## config.mk

```make
export PLATFORM = sky130hd
export DESIGN_NAME = bar_graph_peak_hold_renderer
export DESIGN_NICKNAME = d
export VERILOG_FILES = /design/src/rtl/bgphr_pkg.sv /design/src/rtl/bgphr_front.sv /design/src/rtl/bgphr_queue.sv /design/src/rtl/bgphr_back.sv /design/src/rtl/bar_graph_peak_hold_renderer.sv
export SDC_FILE = /design/constraint.sdc
export NUM_CORES = 1
export LEC_CHECK = 0
export BUFFER_PORTS_ARGS = -buffer_cell sky130_fd_sc_hd__buf_2
export CORE_MARGIN = 3
export CORE_UTILIZATION = 55
export DETAILED_ROUTE_END_ITERATION = 6
export PLACE_DENSITY = 0.85
export SKIP_CTS_REPAIR_TIMING = 1
export SYNTH_ARGS = -nofsm -noshare
export SYNTH_HDL_FRONTEND = slang
export SYNTH_HIERARCHICAL = 1
export SYNTH_SLANG_ARGS = --single-unit
export TNS_END_PERCENT = 10
```

## constraint.sdc

```tcl
create_clock -name clock -period 6.9 [get_ports clock]
set_input_delay 0.345 -clock clock [delete_from_list [all_inputs] [get_ports clock]]
set_output_delay 0.345 -clock clock [all_outputs]
set_load 0.05 [all_outputs]
```

## src/rtl/bgphr_pkg.sv

```systemverilog
// Shared constants, codes and types of the bar graph peak hold renderer.
package bgphr_pkg;

   localparam int LEDS_PER_STRIP = 32;
   localparam int STRIP_COUNT    = 12;
   localparam int QUEUE_DEPTH    = 2;

   localparam int LED_CNT_W   = (LEDS_PER_STRIP > 1) ? $clog2(LEDS_PER_STRIP) : 1;
   localparam int STRIP_IDX_W = (STRIP_COUNT > 1) ? $clog2(STRIP_COUNT) : 1;
   localparam int QPTR_W      = (QUEUE_DEPTH > 1) ? $clog2(QUEUE_DEPTH) : 1;
   localparam int QCNT_W      = $clog2(QUEUE_DEPTH + 1);

   localparam int STRIP_W = 4;
   localparam int AMP_W   = 7;
   localparam int POS_W   = 6;
   localparam int RGB_W   = 24;
   localparam int MODE_W  = 3;
   localparam int DECAY_W = 16;
   localparam int CSR_AW  = 2;

   localparam logic [DECAY_W-1:0] DECAY_RESET = 16'd100;

   localparam logic [MODE_W-1:0] MODE_OFF         = 3'd0;
   localparam logic [MODE_W-1:0] MODE_BAR         = 3'd1;
   localparam logic [MODE_W-1:0] MODE_BAR_PEAK    = 3'd2;
   localparam logic [MODE_W-1:0] MODE_CENTRE      = 3'd3;
   localparam logic [MODE_W-1:0] MODE_CENTRE_PEAK = 3'd4;

   localparam logic [CSR_AW-1:0] CSR_DISPLAY_MODE = 2'd0;
   localparam logic [CSR_AW-1:0] CSR_BAR_COLOR    = 2'd1;
   localparam logic [CSR_AW-1:0] CSR_PEAK_COLOR   = 2'd2;
   localparam logic [CSR_AW-1:0] CSR_DECAY_PERIOD = 2'd3;

   localparam logic REQ_REFRESH = 1'b0;
   localparam logic REQ_TICK    = 1'b1;

   typedef struct packed {
      logic [STRIP_W-1:0] strip;
      logic [AMP_W-1:0]   level;
      logic [AMP_W-1:0]   peak;
      logic               centre;
      logic               drawing;
   } job_type;

endpackage

```

## src/rtl/bgphr_front.sv

```systemverilog
// Front end: takes requests, counts ticks, updates held peaks and queues render jobs.
module bgphr_front (
   input  logic                                  clock,
   input  logic                                  reset,
   input  logic                                  req_tvalid,
   output logic                                  req_tready,
   input  logic [bgphr_pkg::STRIP_W-1:0]         req_strip,
   input  logic [bgphr_pkg::AMP_W-1:0]           req_amplitude,
   input  logic                                  req_kind,
   input  logic [bgphr_pkg::MODE_W-1:0]          display_mode,
   input  logic [bgphr_pkg::DECAY_W-1:0]         decay_period,
   input  logic                                  queue_full,
   output logic                                  job_push,
   output bgphr_pkg::job_type                    job_out
);

   localparam logic [bgphr_pkg::AMP_W-1:0] LEDS7 = bgphr_pkg::AMP_W'(bgphr_pkg::LEDS_PER_STRIP);

   logic [bgphr_pkg::AMP_W-1:0]     peak_ff [bgphr_pkg::STRIP_COUNT];
   logic [bgphr_pkg::AMP_W-1:0]     peak_in [bgphr_pkg::STRIP_COUNT];
   logic [bgphr_pkg::AMP_W-1:0]     decayed [bgphr_pkg::STRIP_COUNT];
   logic [bgphr_pkg::DECAY_W-1:0]   ticks_ff, ticks_in;
   logic                            accept, is_tick, strip_ok, refresh;
   logic                            centre, hold, drawing, decay_now;
   logic [bgphr_pkg::STRIP_IDX_W-1:0] sidx;
   logic [bgphr_pkg::AMP_W-1:0]     amp_c, level, cur_peak, new_peak;

   assign req_tready = !queue_full;
   assign accept     = req_tvalid && req_tready;
   assign is_tick    = (req_kind == bgphr_pkg::REQ_TICK);
   assign strip_ok   = ({1'b0, req_strip} < (bgphr_pkg::STRIP_W + 1)'(bgphr_pkg::STRIP_COUNT));
   assign refresh    = accept && !is_tick && strip_ok;
   assign sidx       = req_strip[bgphr_pkg::STRIP_IDX_W-1:0];

   always_comb begin
      centre  = display_mode inside {bgphr_pkg::MODE_CENTRE, bgphr_pkg::MODE_CENTRE_PEAK};
      hold    = display_mode inside {bgphr_pkg::MODE_BAR_PEAK, bgphr_pkg::MODE_CENTRE_PEAK};
      drawing = centre || hold || (display_mode == bgphr_pkg::MODE_BAR);
      amp_c   = (req_amplitude > LEDS7) ? LEDS7 : req_amplitude;
      level   = centre ? (amp_c >> 1) : amp_c;
      decay_now = refresh && drawing && hold && (req_strip == '0) && (ticks_ff >= decay_period);
      for (int s = 0; s < bgphr_pkg::STRIP_COUNT; s++) begin
         decayed[s] = (decay_now && (peak_ff[s] != '0)) ? peak_ff[s] - 1'b1 : peak_ff[s];
      end
      cur_peak = decayed[sidx];
      if (!drawing) begin
         new_peak = cur_peak;
      end else if (hold) begin
         new_peak = (level > cur_peak) ? level : cur_peak;
      end else begin
         new_peak = level;
      end
      for (int s = 0; s < bgphr_pkg::STRIP_COUNT; s++) begin
         peak_in[s] = decayed[s];
      end
      if (refresh) begin
         peak_in[sidx] = new_peak;
      end
      ticks_in = ticks_ff;
      if (accept && is_tick) begin
         if (ticks_ff != '1) begin
            ticks_in = ticks_ff + 1'b1;
         end
      end else if (decay_now) begin
         ticks_in = '0;
      end
   end

   always_ff @(posedge clock) begin
      if (reset) begin
         ticks_ff <= '0;
         for (int s = 0; s < bgphr_pkg::STRIP_COUNT; s++) begin
            peak_ff[s] <= '0;
         end
      end else begin
         ticks_ff <= ticks_in;
         for (int s = 0; s < bgphr_pkg::STRIP_COUNT; s++) begin
            peak_ff[s] <= peak_in[s];
         end
      end
   end

   assign job_push        = refresh;
   assign job_out.strip   = req_strip;
   assign job_out.level   = level;
   assign job_out.peak    = new_peak;
   assign job_out.centre  = centre;
   assign job_out.drawing = drawing;

endmodule

```

## src/rtl/bgphr_queue.sv

```systemverilog
// Short show-ahead queue of render jobs between front and back end.
module bgphr_queue (
   input  logic               clock,
   input  logic               reset,
   input  logic               push,
   input  bgphr_pkg::job_type push_data,
   output logic               full,
   input  logic               pop,
   output logic               empty,
   output bgphr_pkg::job_type head
);

   localparam logic [bgphr_pkg::QPTR_W-1:0] LAST_SLOT = bgphr_pkg::QPTR_W'(bgphr_pkg::QUEUE_DEPTH - 1);

   bgphr_pkg::job_type                entry_ff [bgphr_pkg::QUEUE_DEPTH];
   logic [bgphr_pkg::QPTR_W-1:0]      wr_ff, wr_in, rd_ff, rd_in;
   logic [bgphr_pkg::QCNT_W-1:0]      cnt_ff, cnt_in;
   logic                              do_push, do_pop;

   assign full    = (cnt_ff == bgphr_pkg::QCNT_W'(bgphr_pkg::QUEUE_DEPTH));
   assign empty   = (cnt_ff == '0);
   assign do_push = push && !full;
   assign do_pop  = pop && !empty;
   assign head    = entry_ff[rd_ff];

   always_comb begin
      wr_in  = do_push ? ((wr_ff == LAST_SLOT) ? '0 : wr_ff + 1'b1) : wr_ff;
      rd_in  = do_pop  ? ((rd_ff == LAST_SLOT) ? '0 : rd_ff + 1'b1) : rd_ff;
      cnt_in = cnt_ff;
      if (do_push && !do_pop) begin
         cnt_in = cnt_ff + 1'b1;
      end else if (do_pop && !do_push) begin
         cnt_in = cnt_ff - 1'b1;
      end
   end

   always_ff @(posedge clock) begin
      if (reset) begin
         wr_ff  <= '0;
         rd_ff  <= '0;
         cnt_ff <= '0;
      end else begin
         wr_ff  <= wr_in;
         rd_ff  <= rd_in;
         cnt_ff <= cnt_in;
      end
   end

   always_ff @(posedge clock) begin
      if (do_push) begin
         entry_ff[wr_ff] <= push_data;
      end
   end

endmodule

```

## src/rtl/bgphr_back.sv

```systemverilog
// Back end: walks the LEDs of the queued strip and drives the registered result stream.
module bgphr_back (
   input  logic                          clock,
   input  logic                          reset,
   input  logic                          job_empty,
   input  bgphr_pkg::job_type            job,
   output logic                          job_pop,
   input  logic [bgphr_pkg::RGB_W-1:0]   bar_color,
   input  logic [bgphr_pkg::RGB_W-1:0]   peak_color,
   output logic                          rsp_tvalid,
   input  logic                          rsp_tready,
   output logic [bgphr_pkg::STRIP_W-1:0] rsp_strip,
   output logic [bgphr_pkg::POS_W-1:0]   rsp_pos,
   output logic [bgphr_pkg::RGB_W-1:0]   rsp_rgb,
   output logic                          rsp_tlast
);

   localparam int HALF = bgphr_pkg::LEDS_PER_STRIP / 2;
   localparam logic [bgphr_pkg::LED_CNT_W-1:0] LAST_LED =
      bgphr_pkg::LED_CNT_W'(bgphr_pkg::LEDS_PER_STRIP - 1);
   localparam logic [bgphr_pkg::AMP_W-1:0] HALF7 = bgphr_pkg::AMP_W'(HALF);
   localparam logic [bgphr_pkg::AMP_W-1:0] SPAN7 = bgphr_pkg::AMP_W'(2 * HALF);

   logic [bgphr_pkg::LED_CNT_W-1:0] led_ff, led_in;
   logic                            valid_ff, valid_in;
   logic [bgphr_pkg::STRIP_W-1:0]   strip_ff;
   logic [bgphr_pkg::POS_W-1:0]     pos_ff;
   logic [bgphr_pkg::RGB_W-1:0]     rgb_ff, rgb_c;
   logic                            last_ff, is_last, advance, emit, lit;
   logic [bgphr_pkg::AMP_W-1:0]     p7, idx, idx1;

   assign advance = !valid_ff || rsp_tready;
   assign emit    = !job_empty && advance;
   assign is_last = (led_ff == LAST_LED);
   assign job_pop = emit && is_last;

   always_comb begin
      p7  = bgphr_pkg::AMP_W'(led_ff);
      lit = job.drawing;
      idx = p7;
      if (job.centre) begin
         if (p7 < HALF7) begin
            idx = HALF7 - 1'b1 - p7;
         end else if (p7 < SPAN7) begin
            idx = p7 - HALF7;
         end else begin
            lit = 1'b0;
         end
      end
      idx1 = idx + 1'b1;
      if (!lit) begin
         rgb_c = '0;
      end else if (idx1 < job.level) begin
         rgb_c = bar_color;
      end else if (idx1 == job.peak) begin
         rgb_c = peak_color;
      end else begin
         rgb_c = '0;
      end
      led_in   = emit ? (is_last ? '0 : led_ff + 1'b1) : led_ff;
      valid_in = emit ? 1'b1 : (rsp_tready ? 1'b0 : valid_ff);
   end

   always_ff @(posedge clock) begin
      if (reset) begin
         led_ff   <= '0;
         valid_ff <= 1'b0;
      end else begin
         led_ff   <= led_in;
         valid_ff <= valid_in;
      end
   end

   always_ff @(posedge clock) begin
      if (emit) begin
         strip_ff <= job.strip;
         pos_ff   <= bgphr_pkg::POS_W'(led_ff);
         rgb_ff   <= rgb_c;
         last_ff  <= is_last;
      end
   end

   assign rsp_tvalid = valid_ff;
   assign rsp_strip  = strip_ff;
   assign rsp_pos    = pos_ff;
   assign rsp_rgb    = rgb_ff;
   assign rsp_tlast  = last_ff;

endmodule

```

## src/rtl/bar_graph_peak_hold_renderer.sv

```systemverilog
// Top level of the LED bar graph renderer with peak hold.
//
// Requests come in on the req_ stream: a tick (tuser high) counts one
// millisecond toward the peak decay period and produces nothing; a refresh
// (tuser low) names a strip and an amplitude. Each refresh of a valid strip
// produces LEDS_PER_STRIP (32) transfers on the rsp_ stream, LED 0 first,
// with tlast on the final LED. Refreshes of strips beyond the strip count
// produce nothing.
// The front end handles each accepted request and updates the held peaks;
// a two-entry job queue feeds the back end, which emits one LED per cycle
// while the receiver takes them, and so sets the sustained refresh rate.
// The first LED passes the job queue and the output register after the
// refresh transfer. Ticks are taken every cycle the queue has room.
// When the receiver stalls, the output register holds its LED, the back end
// waits, and req_tready drops once the queue is full.
// Reset (synchronous) clears peaks, the tick counter, the queue and the
// registers (decay period returns to 100). The user must write registers
// through csr_ only while the block is idle; the block does not enforce this.
module bar_graph_peak_hold_renderer (
   input  logic        clock,
   input  logic        reset,
   input  logic        req_tvalid,
   output logic        req_tready,
   input  logic [15:0] req_tdata,   // strip_number[3:0], amplitude[10:4], zero fill
   input  logic        req_tuser,   // req_type
   output logic        rsp_tvalid,
   input  logic        rsp_tready,
   output logic [39:0] rsp_tdata,   // strip_out[3:0], led_position[9:4], led_rgb[33:10], zero fill
   output logic        rsp_tlast,
   input  logic        csr_we,
   input  logic [bgphr_pkg::CSR_AW-1:0] csr_addr,
   input  logic [23:0] csr_wdata
);

   logic [bgphr_pkg::MODE_W-1:0]  mode_ff;
   logic [bgphr_pkg::RGB_W-1:0]   bar_color_ff, peak_color_ff;
   logic [bgphr_pkg::DECAY_W-1:0] decay_ff;
   logic                          job_push, queue_full, queue_empty, job_pop;
   bgphr_pkg::job_type            job_in, job_head;
   logic [bgphr_pkg::STRIP_W-1:0] out_strip;
   logic [bgphr_pkg::POS_W-1:0]   out_pos;
   logic [bgphr_pkg::RGB_W-1:0]   out_rgb;

   always_ff @(posedge clock) begin
      if (reset) begin
         mode_ff       <= bgphr_pkg::MODE_OFF;
         bar_color_ff  <= '0;
         peak_color_ff <= '0;
         decay_ff      <= bgphr_pkg::DECAY_RESET;
      end else if (csr_we) begin
         case (csr_addr)
            bgphr_pkg::CSR_DISPLAY_MODE: mode_ff <= csr_wdata[bgphr_pkg::MODE_W-1:0];
            bgphr_pkg::CSR_BAR_COLOR:    bar_color_ff <= csr_wdata;
            bgphr_pkg::CSR_PEAK_COLOR:   peak_color_ff <= csr_wdata;
            bgphr_pkg::CSR_DECAY_PERIOD: decay_ff <= csr_wdata[bgphr_pkg::DECAY_W-1:0];
            default: ;
         endcase
      end
   end

   bgphr_front u_front (
      .clock         (clock),
      .reset         (reset),
      .req_tvalid    (req_tvalid),
      .req_tready    (req_tready),
      .req_strip     (req_tdata[3:0]),
      .req_amplitude (req_tdata[10:4]),
      .req_kind      (req_tuser),
      .display_mode  (mode_ff),
      .decay_period  (decay_ff),
      .queue_full    (queue_full),
      .job_push      (job_push),
      .job_out       (job_in)
   );

   bgphr_queue u_queue (
      .clock     (clock),
      .reset     (reset),
      .push      (job_push),
      .push_data (job_in),
      .full      (queue_full),
      .pop       (job_pop),
      .empty     (queue_empty),
      .head      (job_head)
   );

   bgphr_back u_back (
      .clock      (clock),
      .reset      (reset),
      .job_empty  (queue_empty),
      .job        (job_head),
      .job_pop    (job_pop),
      .bar_color  (bar_color_ff),
      .peak_color (peak_color_ff),
      .rsp_tvalid (rsp_tvalid),
      .rsp_tready (rsp_tready),
      .rsp_strip  (out_strip),
      .rsp_pos    (out_pos),
      .rsp_rgb    (out_rgb),
      .rsp_tlast  (rsp_tlast)
   );

   assign rsp_tdata = {6'b0, out_rgb, out_pos, out_strip};

   a_tick_no_job: assert property (@(posedge clock) disable iff (reset)
      req_tvalid && req_tready && (req_tuser == bgphr_pkg::REQ_TICK) |-> !job_push)
      else $error("tick transfer queued a render job");

   a_last_position: assert property (@(posedge clock) disable iff (reset)
      rsp_tvalid && rsp_tlast |->
         rsp_tdata[9:4] == bgphr_pkg::POS_W'(bgphr_pkg::LEDS_PER_STRIP - 1))
      else $error("tlast not on final LED");

   a_peak_bound: assert property (@(posedge clock) disable iff (reset)
      job_push |-> (job_in.peak <= bgphr_pkg::AMP_W'(bgphr_pkg::LEDS_PER_STRIP)) &&
                   (job_in.level <= bgphr_pkg::AMP_W'(bgphr_pkg::LEDS_PER_STRIP)))
      else $error("peak or level above strip length");

   a_queue_room: assert property (@(posedge clock) disable iff (reset)
      job_push |-> !queue_full)
      else $error("job pushed into full queue");

endmodule

```

* Word level (Yosys, flattened, before mapping)
Memories as Yosys holds them, arrays and structs flattened. A register that Yosys moved wholly into a read port is not among the register bits. Index checks and enable logic that the tools add are counted.
Operators by class: $add $sub $neg 21, multiply operators 0, divide/modulo/power cells 0, magnitude comparators 8, eq/ne operators 12, shift-type cells 0, mux-type cells 57, bitwise logic cells 13, reductions and logical operators 61
Operator list (number):
- two-way mux 7 bit | 34
- bitwise mux 84 bit | 1
- two-way mux 84 bit | 1
- nonzero test 7 bit | 12
- subtractor 7 x 1 -> 7 bit, second input constant | 12
- two-way mux 16 bit | 3
- two-way mux 24 bit | 2
- binary-select mux 7 bit (select 4 bit) | 1
- demux 7 bit (select 4 bit) | 1
- logical AND 1 bit | 27
- adder 16 x 1 -> 16 bit, second input constant | 1
- greater-or-equal comparator 16 bit | 1
- inequality test 16 bit, second input constant | 1
- OR 1 bit | 12
- two-way mux 1 bit | 11
- AND reduction 2 bit | 5
- nonzero test 2 bit | 5
- adder 7 x 1 -> 7 bit, second input constant | 1
- equality test 7 bit | 1
- greater-than comparator 7 x 6 -> 1 bit, second input constant | 1
- greater-than comparator 7 bit | 1
- < comparator 7 bit | 1
- equality test 2 bit, second input constant | 3
- equality test 3 x 2 -> 1 bit, second input constant | 2
- other kinds (22) | 32
Word-level totals: bits in registers 127, bits in latches 0, RAM bits 124, bits in read-only memories 0, output and inout port bits 43, word-level logic and storage cells 188, memories kept 2
Memories:
- u_front.peak_ff | depth 12, bits a word 7, rd ports 12, clocked after Yosys merged registers in 0, wr ports 12, RTL line bgphr_front.sv:19 | logic [bgphr_pkg::AMP_W-1:0] peak_ff [bgphr_pkg::STRIP_COUNT];
- u_queue.entry_ff | depth 2, bits a word 20, rd ports 1, clocked after Yosys merged registers in 1, wr ports 1, RTL line bgphr_queue.sv:15 | bgphr_pkg::job_type entry_ff [bgphr_pkg::QUEUE_DEPTH];

* Longest topological paths before layout
Gate-level depths: netlist (run 1).
depth in word-level cells 21, depth in mapped cells 22, depth with buffers taken out 19

* Modules after synthesis
Netlist (run 1), hierarchy kept.
Modules (own cells, without submodules):
- bgphr_front | instances 1, cells an instance 1023, area each 7973.9 µm², sequential area each 2001.9 µm²
- bar_graph_peak_hold_renderer | instances 1, cells an instance 258, area each 2776.4 µm², sequential area each 1341.3 µm²
- bgphr_back | instances 1, cells an instance 214, area each 2442.3 µm², sequential area each 1141.1 µm²
- bgphr_queue | instances 1, cells an instance 87, area each 1654.1 µm², sequential area each 1301.2 µm²

* Least setup slack after synthesis (run 1)
OpenSTA, ideal clock, no wires.
path kind register to register, start point register u_queue/cnt_ff[1] (netlist name), end point memory u_front/peak_ff[0][26] (netlist name), library setup time 0.091 ns, arrival 4.681 ns, path slack 2.128 ns, cell stages (with the launch flop) 20, path buffers 3, period minus slack after synthesis 4.772 ns, cell sequence dfxtp_1 -> nor2b_2 -> or3b_1 -> nor3_4 -> o311ai_1 -> a21oi_1 -> mux2_2 -> mux4_2 -> nor2_1 -> a211oi_2 -> buf_2 -> ha_1 -> a21oi_1 -> a21oi_1 -> inv_1 -> o21ai_1 -> buf_2 -> nand3_1 -> clkbuf_1 -> a311oi_1
RTL lines:
- from (decl) | RTL line bgphr_queue.sv:17 | logic [bgphr_pkg::QCNT_W-1:0] cnt_ff, cnt_in;
- from (signal assigned) | RTL line bgphr_queue.sv:45 | cnt_ff <= cnt_in;
- to (decl) | RTL line bgphr_front.sv:19

==> results of run 1 <==
==> per-stage QoR <==
| stage | hold WS (ns) | cells | cell area, um2 | worst slack (ns) | utilization |
|---|---|---|---|---|---|
| after detailed placement | 0.4649 | 1938 | 15470 | 1.111 | 0.5886 |
| after CTS | 0.05557 | 1990 | 16480 | 1.062 | 0.6269 |
| final | 0.07850 | 1990 | 16480 | 0.8487 | 0.6269 |
| after global placement | 0.4582 | 1938 | 15470 | 1.203 | 0.5886 |
| after floorplan | 0.4095 | 1588 | 14870 | 2.128 | - |
| after global routing | 0.07692 | 1990 | 16480 | 0.6350 | 0.6269 |
==> synth_stat cells (29+ instances only) <==
cell      number
nand2b_1     104
dfxtp_1      178
mux2_2        29
nand2_1      117
inv_1         70
clkbuf_1      48
xnor2_1       50
o21ai_0       51
a211oi_1      42
edfxtp_1      74
nand3_1       65
xor2_1        30
nor3_1        33
a21oi_1       50
mux2i_1       81
ha_1          56
nor2_1       127
==> cells by family after synthesis <==
kind of cell	count (synthesis)	share of synthesized area
AOI/OAI and AO/OA	308	0.1616
xor gates and xnor gates	81	0.04829
adders and majority gates	56	0.04719
buffers and inverters	173	0.05360
DFF	252	0.3897
muxes	118	0.08874
other	3	0.0007584
and+or+nand+nor	591	0.2101
==> cell type report <==
cell class                      instances  area [um2]
Fill cell                            2021        9804
Multi-Input combinational cell       1163        8307
Sequential cell                       252        5786
Clock buffer                           34       753.2
Timing Repair Buffer                  115       683.2
Tap cell                              335       419.2
Inverter                               73       274.0
Clock inverter                         18       254.0
==> worst max-delay path by stage <==
stage                                        start                           endpoint  slack (ns)
finish              u_queue/cnt_ff[0]$_SDFFE_PP0P_   u_front/peak_ff[2][0]$_SDFF_PP0_        0.85
global route        u_queue/cnt_ff[0]$_SDFFE_PP0P_   u_front/peak_ff[2][0]$_SDFF_PP0_        0.63
CTS                 u_queue/cnt_ff[0]$_SDFFE_PP0P_   u_front/peak_ff[2][0]$_SDFF_PP0_        1.06
detailed placement  u_queue/cnt_ff[0]$_SDFFE_PP0P_   u_front/peak_ff[2][0]$_SDFF_PP0_        1.11
global placement    u_queue/cnt_ff[0]$_SDFFE_PP0P_   u_front/peak_ff[2][0]$_SDFF_PP0_        1.20
floorplan           u_queue/cnt_ff[1]$_SDFFE_PP0P_  u_front/peak_ff[0][26]$_SDFF_PP0_        2.13
==> layer usage <==
layer  vias up  GRT usage  wire, um
li1       5838          -         -
met1      6041     0.3484     15990
met2       726     0.4407     18350
met3       162    0.06760      4279
met4         4     0.1252      1966
met5         -    0.01672        85
==> critical path, delay by kind of cell (launching register included) <==
family          cells  cell delay (ns)
buf+inv             1             0.33
xor+xnor            1             0.21
compound gates      8             2.38
flops               1             0.44
mux                 1             0.50
fa+ha+maj           1             0.33
simple gates        7             1.70
==> placed cells by master (no fill, tap or decap), drive strengths merged, types with 10 or more instances in the layout <==
| cell type | netlist | routed |
|---|---|---|
| o22ai | 11 | 11 |
| o41ai | 24 | 24 |
| nand2 | 119 | 119 |
| a211o | 10 | 10 |
| nor2b | 11 | 11 |
| o21ai | 63 | 63 |
| nor2 | 128 | 128 |
| or3b | 11 | 11 |
| a2111oi | 10 | 10 |
| mux2 | 29 | 29 |
| nor4 | 16 | 16 |
| or4 | 13 | 13 |
| o31ai | 11 | 11 |
| mux2i | 81 | 81 |
| and3 | 16 | 16 |
| nor3 | 35 | 35 |
| buf | 51 | 115 |
| xor2 | 30 | 30 |
| nand4 | 17 | 17 |
| nand3 | 66 | 66 |
| dfxtp | 178 | 178 |
| a31oi | 15 | 15 |
| inv | 71 | 72 |
| a21oi | 52 | 52 |
| or3 | 15 | 15 |
| clkinv | 2 | 13 |
| ha | 56 | 56 |
| nand2b | 105 | 105 |
| a211oi | 45 | 45 |
| clkbuf | 49 | 34 |
| xnor2 | 51 | 51 |
| edfxtp | 74 | 74 |
==> flip-flops by register name (all words and copies together), names as in the netlist, named ones only <==
signal and count:
bar_color_ff 24, decay_ff 16, mode_ff 3, peak_color_ff 24, u_back/led_ff 5, u_back/rsp_pos 5, u_back/rsp_rgb 24, u_back/rsp_strip 4
u_back/rsp_tlast 1, u_back/rsp_tvalid 1, u_front/peak_ff 84, u_front/ticks_ff 16, u_queue/cnt_ff 2, u_queue/entry_ff 40, u_queue/rd_ff 1, u_queue/wr_ff 1
==> power by group <==
group | internal [uW] | switching [uW]
logic | 134 | 337
registers | 1580 | 25.9
clock network | 972 | 633
==> out/qor.csv, run 1 <==
stage,metric,value,unit
synth,ys_types,100,
global_route,overflow,0,
sta,rsz0062_at_grt,no,
outcome,status,"finished, final reports clean",
global_route,grt_max_degree,94,
sta,skew,0.01735,ns
power_and_ir_drop,p_total,3679,uW
clocking,clockBufferDepth,3,
die,core_area,26280,um2
route,via_per_inst,6.418,
finish,fin_nets,1737,
sta,final-setup-viol-count,0,
setup_path,slowest_delay,0.64,ns
die,die_h,170.3,um
hold_path,min_path_type,input port to register,
global_route,grt_first_pass_wirelength,64.80,mm
setup_path,worstSetupPathType,register to register,
clocking,clkSlewWorstSetupHoldPaths,0.06,ns
setup_path,crit_fanout,13,
synth,synthArstFlopShare,0,
setup_path,cp.arrival,6.47,ns
power_and_ir_drop,peakVddDrop,0.0001821,V
route,drt_iter0_drc,1465,
setup_path,r2r_slack,0.85,ns
route,wirelength,40.67,mm
clocking,cts-root-buf,clkbuf_16,
setup_path,crit_required,7.32,ns
clocking,htree_levels,1,
sta,setup_tns,0,ns
placed_design,hpwlAfterDp,27.76,mm
synth,syn_inst,1582,
setup_path,end_kind,register,
hold_path,hold_path_startpoint,csr_wdata[20],
flow_run,cap_violations,0,
finish,area_delta_synth_final,10.97,%
clocking,clock_latency,0.56,ns
sta,finalCritPeriodShare,0.8770,
die,pin_count,91,
power_and_ir_drop,powerDensity,223.3,nW/um2
route,drc,0,
synth,yosys.area.top_type,dfxtp_1,
die,num_rows,59,
synth,synth.top_cell.area_share,0.2400,
setup_path,startpoint_type,register,
sta,hold_violations,0,
synth,synth-main-ff-cell,dfxtp_1,
route,avgRoutedWirePerCell,20.44,um
finish,drive_gt1_frac,0.1631,
placed_design,gp_congestion,1.019,
setup_path,crit_slowest_cell,a21oi_1,
setup_path,reg2reg_from,u_queue/cnt_ff[0]$_SDFFE_PP0P_,
synth,yosysWarnings,6,
synth,synthesis.area,14850,um2
clocking,clock_sinks,252,
setup_path,r2r_cells,19,
route,vias,12770,
global_route,grt_pass1_vias,12570,
sta,finalMaxSlewViolations,0,
power_and_ir_drop,leakage,0.006512,uW
sta,period_minus_slack,6.051,ns
clocking,numCtsBuffers,28,
synth,ys_seq_area_frac,0.3897,
global_route,antenna_found_initial,1,
setup_path,critPathMostFrequentCell,a21oi_1,
global_route,track_usage,0.2742,
sta,slew_headroom,0.2259,
hold_path,hold_path_end,peak_color_ff[20]$_SDFFE_PP0P_,
placed_design,place.port_buffers,78,
synth,synth.avg_cell_area,9.385,um2
sta,worst_pin_slew,1.161,ns
clocking,cts_tree,done,
setup_path,r2r-end,u_front/peak_ff[2][0]$_SDFF_PP0_,
route,ant_nets,0,
synth,synth.top_cells.by_area,"dfxtp_1 24%, edfxtp_1 15%, mux2i_1 5.5%",
synth,synth-edff-count,74,
setup_path,crit_chain,"nor2b_2, or3b_1, nor3_4, nand2_2, a21oi_2, nand4_1, xnor2_1, mux4_2, a21boi_0, ha_1, nor2b_1, o21ai_0, nand2b_1, a21oi_1, o21a_1, o21ai_1, a21oi_1, buf_4, o32ai_1",
hold_path,holdPathStages,3,
route,dr.pass1.iters,5,
sta,clock.fmax,0.1653,GHz
die,initial_core_util,0.5649,
finish,antennaDiodeCount,0,
die,die_w,170.3,um
synth,synth-seq-cells,252,
die,fp.dieArea,29000,um2
No activity file was read; power rests on OpenSTA's default activity.
==> run 2, diff against run 1 <==
--- a/config.mk
+++ b/config.mk
@@ -7,9 +7,10 @@
 export LEC_CHECK = 0
 export BUFFER_PORTS_ARGS = -buffer_cell sky130_fd_sc_hd__buf_2
 export CORE_MARGIN = 3
-export CORE_UTILIZATION = 55
+export CORE_UTILIZATION = 67
+export CTS_BUF_LIST = sky130_fd_sc_hd__clkbuf_16
 export DETAILED_ROUTE_END_ITERATION = 6
-export PLACE_DENSITY = 0.85
+export PLACE_DENSITY = 0.95
 export SKIP_CTS_REPAIR_TIMING = 1
 export SYNTH_ARGS = -nofsm -noshare
 export SYNTH_HDL_FRONTEND = slang
==> out/qor.csv, run 2 (synthesized netlist as in run 1, its figures left out) <==
stage,metric,value,unit
power_and_ir_drop,leakage,0.006437,uW
global_route,grt_first_pass_wirelength,71.21,mm
clocking,clkSlewWorstSetupHoldPaths,0.06,ns
sta,worst_pin_slew,1.240,ns
setup_path,end_kind,register,
setup_path,crit_required,7.13,ns
clocking,clockBufferDepth,3,
sta,slew_headroom,0.1733,
global_route,track_usage,0.3658,
die,fp.dieArea,23980,um2
setup_path,startpoint_type,register,
sta,finalMaxSlewViolations,0,
power_and_ir_drop,peakVddDrop,0.0001950,V
clocking,numCtsBuffers,26,
route,via_per_inst,6.989,
sta,rsz0062_at_grt,no,
finish,design_area,16200,um2
placed_design,hpwlAfterDp,29.27,mm
route,avgRoutedWirePerCell,23.65,um
sta,hold_violations,0,
setup_path,cp.arrival,6.56,ns
die,initial_core_util,0.6931,
finish,fin_nets,1733,
route,drc,0,
clocking,cts_tree,done,
finish,antennaDiodeCount,0,
placed_design,place_area,15370,um2
power_and_ir_drop,powerDensity,216.5,nW/um2
sta,final-setup-viol-count,0,
finish,final_common_cell,dfxtp_1,
finish,top_regs,"u_front/peak_ff: 84 flops, u_queue/entry_ff: 40 flops",
route,ant_nets,0,
route,dr.pass1.iters,6,
die,core_area,21420,um2
finish,nFillCells,1304,
route,drt_iter0_drc,1793,
route,wirelength,45.49,mm
setup_path,worstSetupPathType,register to register,
route,vias,13450,
sta,finalCritPeriodShare,0.9181,
sta,setup_tns,0,ns
finish,largest_register_ff_count,84,
global_route,antenna_found_initial,0,
finish,drive_gt1_frac,0.1559,
clocking,clock_sinks,252,
global_route,grt_pass1_vias,13200,
die,num_rows,53,
finish,postLayoutCoreUtil,0.7565,
outcome,status,"finished, final reports clean",
placed_design,place.port_buffers,78,
sta,skew,0.01215,ns
clocking,clock_latency,0.55,ns
clocking,htree_levels,1,
finish,max_flop_register,u_front/peak_ff,
setup_path,crit_fanout,11,
clocking,cts-root-buf,clkbuf_16,
flow_run,cap_violations,0,
sta,period_minus_slack,6.335,ns
sta,clock.fmax,0.1579,GHz
hold_path,min_path_type,input port to register,
sta,timing.hold.ws,0.1083,ns
finish,area_delta_synth_final,9.135,%
global_route,overflow,0,
placed_design,dp.cells,1876,
finish,mostFrequentLayoutCells,"178 x dfxtp_1, 127 x nor2_1, 117 x nand2_1",
finish,instances_no_fill,1924,
global_route,grt_max_degree,119,
die,die_h,154.9,um
placed_design,gp_congestion,1.029,
die,pin_count,91,
die,die_w,154.9,um
-- run 2: worst paths after layout --
path,startpoint,to,slack (ns),cells past startpoint
hold reg to reg,decay_ff[1]$_SDFFE_PP0P_,decay_ff[1]$_SDFFE_PP0P_,0.48,2
setup / recovery,decay_ff[14]$_SDFFE_PP0P_,u_queue/entry_ff[1][3]$_DFFE_PP_,0.57,18
hold / removal,csr_wdata[5],decay_ff[5]$_SDFFE_PP1P_,0.11,3
setup reg to reg,decay_ff[14]$_SDFFE_PP0P_,u_queue/entry_ff[1][3]$_DFFE_PP_,0.57,18
-- run 2: area by class of cell --
cell class	count	area (um2)	share of cell area
inverters	73	274.0	0.01691
repair buffers	113	655.6	0.04046
clock inverters	22	186.4	0.01151
multi-input cells	1163	8307	0.5127
clock buffers	26	650.6	0.04015
well taps	275	344.1	0.02124
flip-flops and latches	252	5786	0.3571
-- run 2: critical path: stages (launching register included) --
cell      delay (ns)
dfxtp_1         0.38
inv_1           0.07
ha_1            0.31
nand4_1         0.14
or2_2           0.36
o21ai_1         0.49
o21ai_1         0.47
o21ai_0         0.27
o31ai_1         0.15
mux4_2          0.51
a21boi_0        0.47
ha_1            0.36
and4_1          0.19
nand4_1         0.16
nor2_1          0.08
nand3_1         0.13
nand2_1         0.24
nor2_1          0.95
mux2i_1         0.27
-- run 2: where the power goes --
group	total, uW	switching (uW)	internal (uW)
Clock	1410	613	797
Combinational	489	354	134
Sequential	1610	30.7	1580
-- run 2: per-layer routing --
metal / global-route usage / part of all wire / vias to the layer above
li1: - / - / 5831
met1: 0.4549 / 0.36 / 6308
met2: 0.5997 / 0.47 / 1054
met3: 0.08651 / 0.12 / 253
met4: 0.1791 / 0.056 / 0
met5: 0 / 0 / -
-- run 2: through the flow --
step | setup slack (ns) | power [uW]
global placement | 1.109 | 2078
finish | 0.5654 | 3508
CTS | 0.8566 | 3487
detailed placement | 0.9731 | 2099
floorplan | 2.128 | 1959
global route | 0.5257 | 3588
